`config.mk`:
```
export PLATFORM = sky130hd
export DESIGN_NAME = lsm_div
export DESIGN_NICKNAME = d
export VERILOG_FILES = /design/src/hw/rtl/lsm_pkg.sv /design/src/hw/rtl/lsm_div.sv
export SDC_FILE = /design/constraint.sdc
export NUM_CORES = 2
export LEC_CHECK = 0
export BUFFER_PORTS_ARGS = -buffer_cell sky130_fd_sc_hd__buf_2
export CAP_MARGIN = 20
export CORE_AREA = 2 2 303 305
export DETAILED_ROUTE_END_ITERATION = 12
export DIE_AREA = 0 0 305 307
export PLACE_DENSITY = 0.81
export SETUP_SLACK_MARGIN = 0.3
export SYNTH_ARGS = -nofsm -noshare
export SYNTH_HDL_FRONTEND = slang
export SYNTH_SLANG_ARGS = --single-unit
```
`constraint.sdc`:
```
create_clock -name clk -period 8.37 [get_ports clk]
set_input_delay 0.4185 -clock clk [delete_from_list [all_inputs] [get_ports clk]]
set_output_delay 0.4185 -clock clk [all_outputs]
set_load 0.05 [all_outputs]
```
`src/hw/rtl/lsm_pkg.sv`:
```
// ----------------------------------------------------------------------------
// lsm_pkg
// Shared types and constants of the log-scale meter mapper.
// ----------------------------------------------------------------------------
package lsm_pkg;

  localparam int XW       = 32;  // log2 operand width
  localparam int NW       = 5;   // leading-one index width
  localparam int LOG_FRAC = 16;  // log2 fraction bits
  localparam int LOGW     = NW + LOG_FRAC;
  localparam int RMW      = 12;  // result_max / position width
  localparam int PRODW    = RMW + LOGW;
  localparam int LOG_LAT  = LOG_FRAC + 1;
  localparam int DIV_LAT  = RMW + 2;

  typedef logic [1:0] cfg_idx_t;
  localparam cfg_idx_t REG_FULL_SCALE   = 2'd0;
  localparam cfg_idx_t REG_RESULT_MAX   = 2'd1;
  localparam cfg_idx_t REG_FLATTEN      = 2'd2;
  localparam cfg_idx_t REG_INPUT_OFFSET = 2'd3;

  typedef logic [LOGW-1:0] log_t;

endpackage

```
`src/hw/rtl/lsm_div.sv`:
```
// ----------------------------------------------------------------------------
// lsm_div
// Scale, overflow check and one-bit-per-stage restoring divide with saturation;
// a zero denominator gives a zero result.
module lsm_div import lsm_pkg::*; (
  input  logic           clk,
  input  logic           en,
  input  log_t           ln,
  input  log_t           lf,
  input  log_t           ld,
  input  logic [RMW-1:0] rmax,
  output logic [RMW-1:0] q
);

  logic [PRODW-1:0] prod_r;
  logic [LOGW-1:0]  den0_r;
  logic [RMW-1:0]   rm0_r;
  logic [LOGW-1:0]  num;
  logic [LOGW-1:0]  den;

  assign num = (ln > lf) ? (ln - lf) : '0;
  assign den = (ld > lf) ? (ld - lf) : '0;

  always_ff @(posedge clk) begin
    if (en) begin
      prod_r <= PRODW'(rmax) * PRODW'(num);
      den0_r <= den;
      rm0_r  <= rmax;
    end
  end

  logic [PRODW-1:0] rem_r   [0:RMW];
  logic [LOGW-1:0]  den_r   [0:RMW];
  logic [RMW-1:0]   rm_r    [0:RMW];
  logic [RMW-1:0]   quo_r   [0:RMW];
  logic             ovf_r   [0:RMW];
  logic             zero_r  [0:RMW];
  logic [PRODW-1:0] rem_nxt [1:RMW];
  logic             qb_nxt  [1:RMW];

  always_comb begin
    logic [PRODW-1:0] dsh;
    dsh = '0;
    for (int k = 1; k <= RMW; k++) begin
      dsh        = PRODW'(den_r[k-1]) << (RMW - k);
      qb_nxt[k]  = rem_r[k-1] >= dsh;
      rem_nxt[k] = qb_nxt[k] ? rem_r[k-1] - dsh : rem_r[k-1];
    end
  end

  always_ff @(posedge clk) begin
    if (en) begin
      rem_r[0]  <= prod_r;
      den_r[0]  <= den0_r;
      rm_r[0]   <= rm0_r;
      quo_r[0]  <= '0;
      ovf_r[0]  <= prod_r >= (PRODW'(den0_r) << RMW);
      zero_r[0] <= (den0_r == '0);
      for (int k = 1; k <= RMW; k++) begin
        rem_r[k]  <= rem_nxt[k];
        den_r[k]  <= den_r[k-1];
        rm_r[k]   <= rm_r[k-1];
        quo_r[k]  <= {quo_r[k-1][RMW-2:0], qb_nxt[k]};
        ovf_r[k]  <= ovf_r[k-1];
        zero_r[k] <= zero_r[k-1];
      end
    end
  end

  always_comb begin
    if (zero_r[RMW]) begin
      q = '0;
    end else if (ovf_r[RMW] || (quo_r[RMW] > rm_r[RMW])) begin
      q = rm_r[RMW];
    end else begin
      q = quo_r[RMW];
    end
  end

endmodule

```
==> summary.md <==
| Metric | Value |
|---|---|
| Beginning of the worst register-to-register path | den_r[1][22] |
| Antenna-violating nets left | 0 |
| Highest achievable clock rate | 129 MHz |
| Number of maximum-capacitance constraint violations | 0 |
| Crit Path Max Fanout | 38 |
| Clock tree sinks | 974 |
| Outcome | finished, final reports clean |
| Area Overhead vs Synth | 9.10% |
| Hold violation count in the final report | 0 |
| Number of enable-type register cells in the synthesized netlist | 974 |
| # H-tree levels | 3 |
| Core area | 0.0907 mm2 |
| Top-area cell type share of the netlist area | 0.508 |
| Number of setup violations in the final report | 0 |
| Power per cell area | 339 mW/mm2 |
| I/O pin total | 89 |
| Inserted Clock Buffers | 99 |
| Transition time at the pin with the least slew margin | 1.17 ns |
| Area contributors post-synth | edfxtp_1, ha_1, fa_1, inv_1, a21oi_1 |
| Clk Tree Root Cell | clkbuf_16 |
| Worst Setup Path Type | in -> reg |
| Detailed-route DRC error count | 0 |
| Clk pin slew, worst setup/hold paths | 0.08 ns |
| Static Leak | 26.1 nW |
| Global routing usage summed across all routing layers | 0.276 |
| Leading register cell type out of synthesis | edfxtp_1 |
| Number of antenna violations at the first check in global routing | 3 |
| CTS tree | built |
| R2R depth | 11 |
| Source-to-sink clock delay at the later pin of the worst-skew pair | 0.69 ns |
| Startpoint of the worst hold path | rmax[1] |
| Final Wtd Congestion | 0.929 |
| Placed wire-length estimate after detailed placement | 95.9 mm |
| Worst setup slack for register-to-register paths | 4.34 ns |
| Total iterations of the first detailed-routing run | 6 |
| Setup crit end kind | flop |
| Height of the die | 307 um |
| DR vias/cell | 5.97 |
| Vias | 38300 |
| Kind of launch point of the worst setup path | input pin |
| Sum of internal, switching and leakage power | 0.0213 W |
| Area of the mapped netlist | 0.0576 mm2 |
| Net count after synthesis | 5718 |
| Number of library cell types mapped by synthesis | 97 |
| Share of layout cells above drive strength 1 | 0.0720 |
| Number of DRC violations after detailed-routing iteration 0 | 3327 |
| Min cycle time layout | 7.78 ns |
| Worst slack at placement | 0.0451 ns |
| Grt ovf | 0 |
| CTS Buffer Depth | 3 |
| Nets | 5831 |
| Most instantiated cells after synthesis | edfxtp_1, inv_1, ha_1 |
| Remaining max-slew budget at the tightest pin | 0.210 |
| Share of flip-flops with an asynchronous set or reset after synthesis | 0 |
| Die width | 305 um |
| Worst stage delay on the critical path | 0.58 ns |
| Maximum number of pins on one net before global-route repair | 210 |
| Global-route wire length before repair | 204 mm |
| Maximum vdd ir drop | 0.000253 V |
| Most numerous cell in the Yosys netlist | edfxtp_1 |
| Endpoint arrival time on the critical path | 8.30 ns |
| Setup repair after global routing missed its margin | false |
| Initial standard-cell utilization of the core | 0.635 |
| Synthesized netlist cell count | 5040 |
| Cell with the most instances on the worst path | fa_1 |
| Final routed wire length divided by cell count | 20.0 um |
| Die Outline Area | 0.0936 mm2 |
| Synth Area per Inst | 11.4 um2 |
| Reg-to-reg endpoint | rem_r[2][94] |
| Synthesis Warnings | 0 |
| Worst Skew | 0.0457 ns |
| Fin crit share | 0.929 |
| Number of buffers inserted by port buffering | 88 |
| Cell taking the most area after synthesis | edfxtp_1 |
| Hold endpoint | rm0_r[1] |
| Cell count after placement | 6236 |
| Post-CTS setup buffer count | 0 |
| Total negative slack for setup checks | 0 ns |
| Type of the tightest min-delay check | in -> reg |
| Number of synthesized register bits | 974 |
| Vias in the first global route | 38300 |
| Sequential area share after synthesis | 0.508 |
| Cell Count, Final, Fillers Out | 6421 |
| Aggregate routed wire length | 128 mm |
| Master of the slowest instance on the critical path | fa_1 |
| Critical path required time | 8.89 ns |
| Cells on Worst Hold Path | 1 |
| Standard-cell row count | 111 |
| Least setup slack across all paths after layout | 0.592 ns |
| Final-report max-slew violation count | 0 |
==> registers in the layout, summed over array words and instances, names as in the netlist <==
name,flops
rem_r,396
den_r,252
rm_r,156
quo_r,78
prod_r,33
den0_r,21
ovf_r,13
zero_r,13
rm0_r,12
==> cell type report <==
class	count	area (um2)
clock inverter	65	772
sequential	974	29200
timing repair buffer	144	963
antenna	2	5.00
multi-input combinational	3314	25500
inverter	620	2330
clock buffer	116	2540
fill	6411	27900
tap	1186	1480
==> kinds of logic (layout without fill, tap and decap cells) <==
family                   after synthesis  in the layout  synth area share
AO/OA/AOI/OAI                       1003           1003             0.110
XOR/XNOR                             301            301            0.0458
adder cells (fa/ha/maj)              601            601             0.157
buffers and inverters                752            945            0.0502
flip-flops                           974            974             0.508
multiplexers                          84             84            0.0161
other                                  0              2                 0
AND/OR/NAND/NOR                     1325           1325             0.113
==> how the worst max path moves through the flow <==
stage,slack [ns],start,cells past startpoint,endpoint
after global placement,0.23,lf[1],30,prod_r[30]
after floorplan,0.73,ln[0],29,prod_r[30]
after CTS,0.73,lf[1],31,prod_r[31]
final,0.59,lf[1],30,prod_r[30]
after global routing,0.33,lf[1],31,prod_r[31]
after detailed placement,0.05,ln[0],32,prod_r[31]
==> power breakdown <==
group / internal, W / leakage (nW) / total, W / switching, W
combinational: 0.00386 / 15.1 / 0.00911 / 0.00525
clock: 0.00259 / 1.60 / 0.00449 / 0.00190
sequential: 0.00694 / 9.43 / 0.00767 / 0.000732
total: 0.0134 / 26.1 / 0.0213 / 0.00788
==> cell usage in the layout (no fill, tap or decap), types with 55 or more instances in the layout <==
cell type,instances
nor3_1,55
o21a_1,57
xor2_1,133
buf_2,88
nand3_1,76
nor2_1,358
nand4_1,70
ha_1,398
and3_1,67
nand2_1,371
xnor2_1,167
edfxtp_1,974
clkbuf_16,99
a21o_1,119
a21oi_1,372
nand2b_1,64
inv_1,618
o21ai_0,152
fa_1,203
nor2b_1,61
==> stage by stage <==
stage	utilization	hold WS, ns	cell area, um2
3_3_place_gp	0.655	0.400	59400
6_report	0.693	0.0538	62800
3_5_place_dp	0.655	0.405	59400
5_1_grt	0.693	0.0335	62800
4_1_cts	0.692	0.0121	62800
2_1_floorplan	-	0.400	57600
==> critical path: cells and delay by family <==
family / cells / cell delay [ns]
simple gates: 6 / 1.23
compound gates: 10 / 2.60
fa+ha+maj: 7 / 3.24
buf+inv: 7 / 0.78
==> routing by layer <==
layer / vias to the layer above / part of all wire / global-route usage / routed length (um)
met4: 0 / 0.055 / 0.143 / 7020
li1: 18200 / - / - / -
met3: 311 / 0.048 / 0.0321 / 6120
met1: 18600 / 0.39 / 0.333 / 50000
met2: 1194 / 0.51 / 0.491 / 65000
met5: - / 0 / 0 / 0
==> repair_timing <==
item                                    4_1_cts  5_1_grt
endpoints found under the setup margin        0        2
hold buffers                                  0        0
resized for setup                             0        2
(Power assumes the default switching activity.)
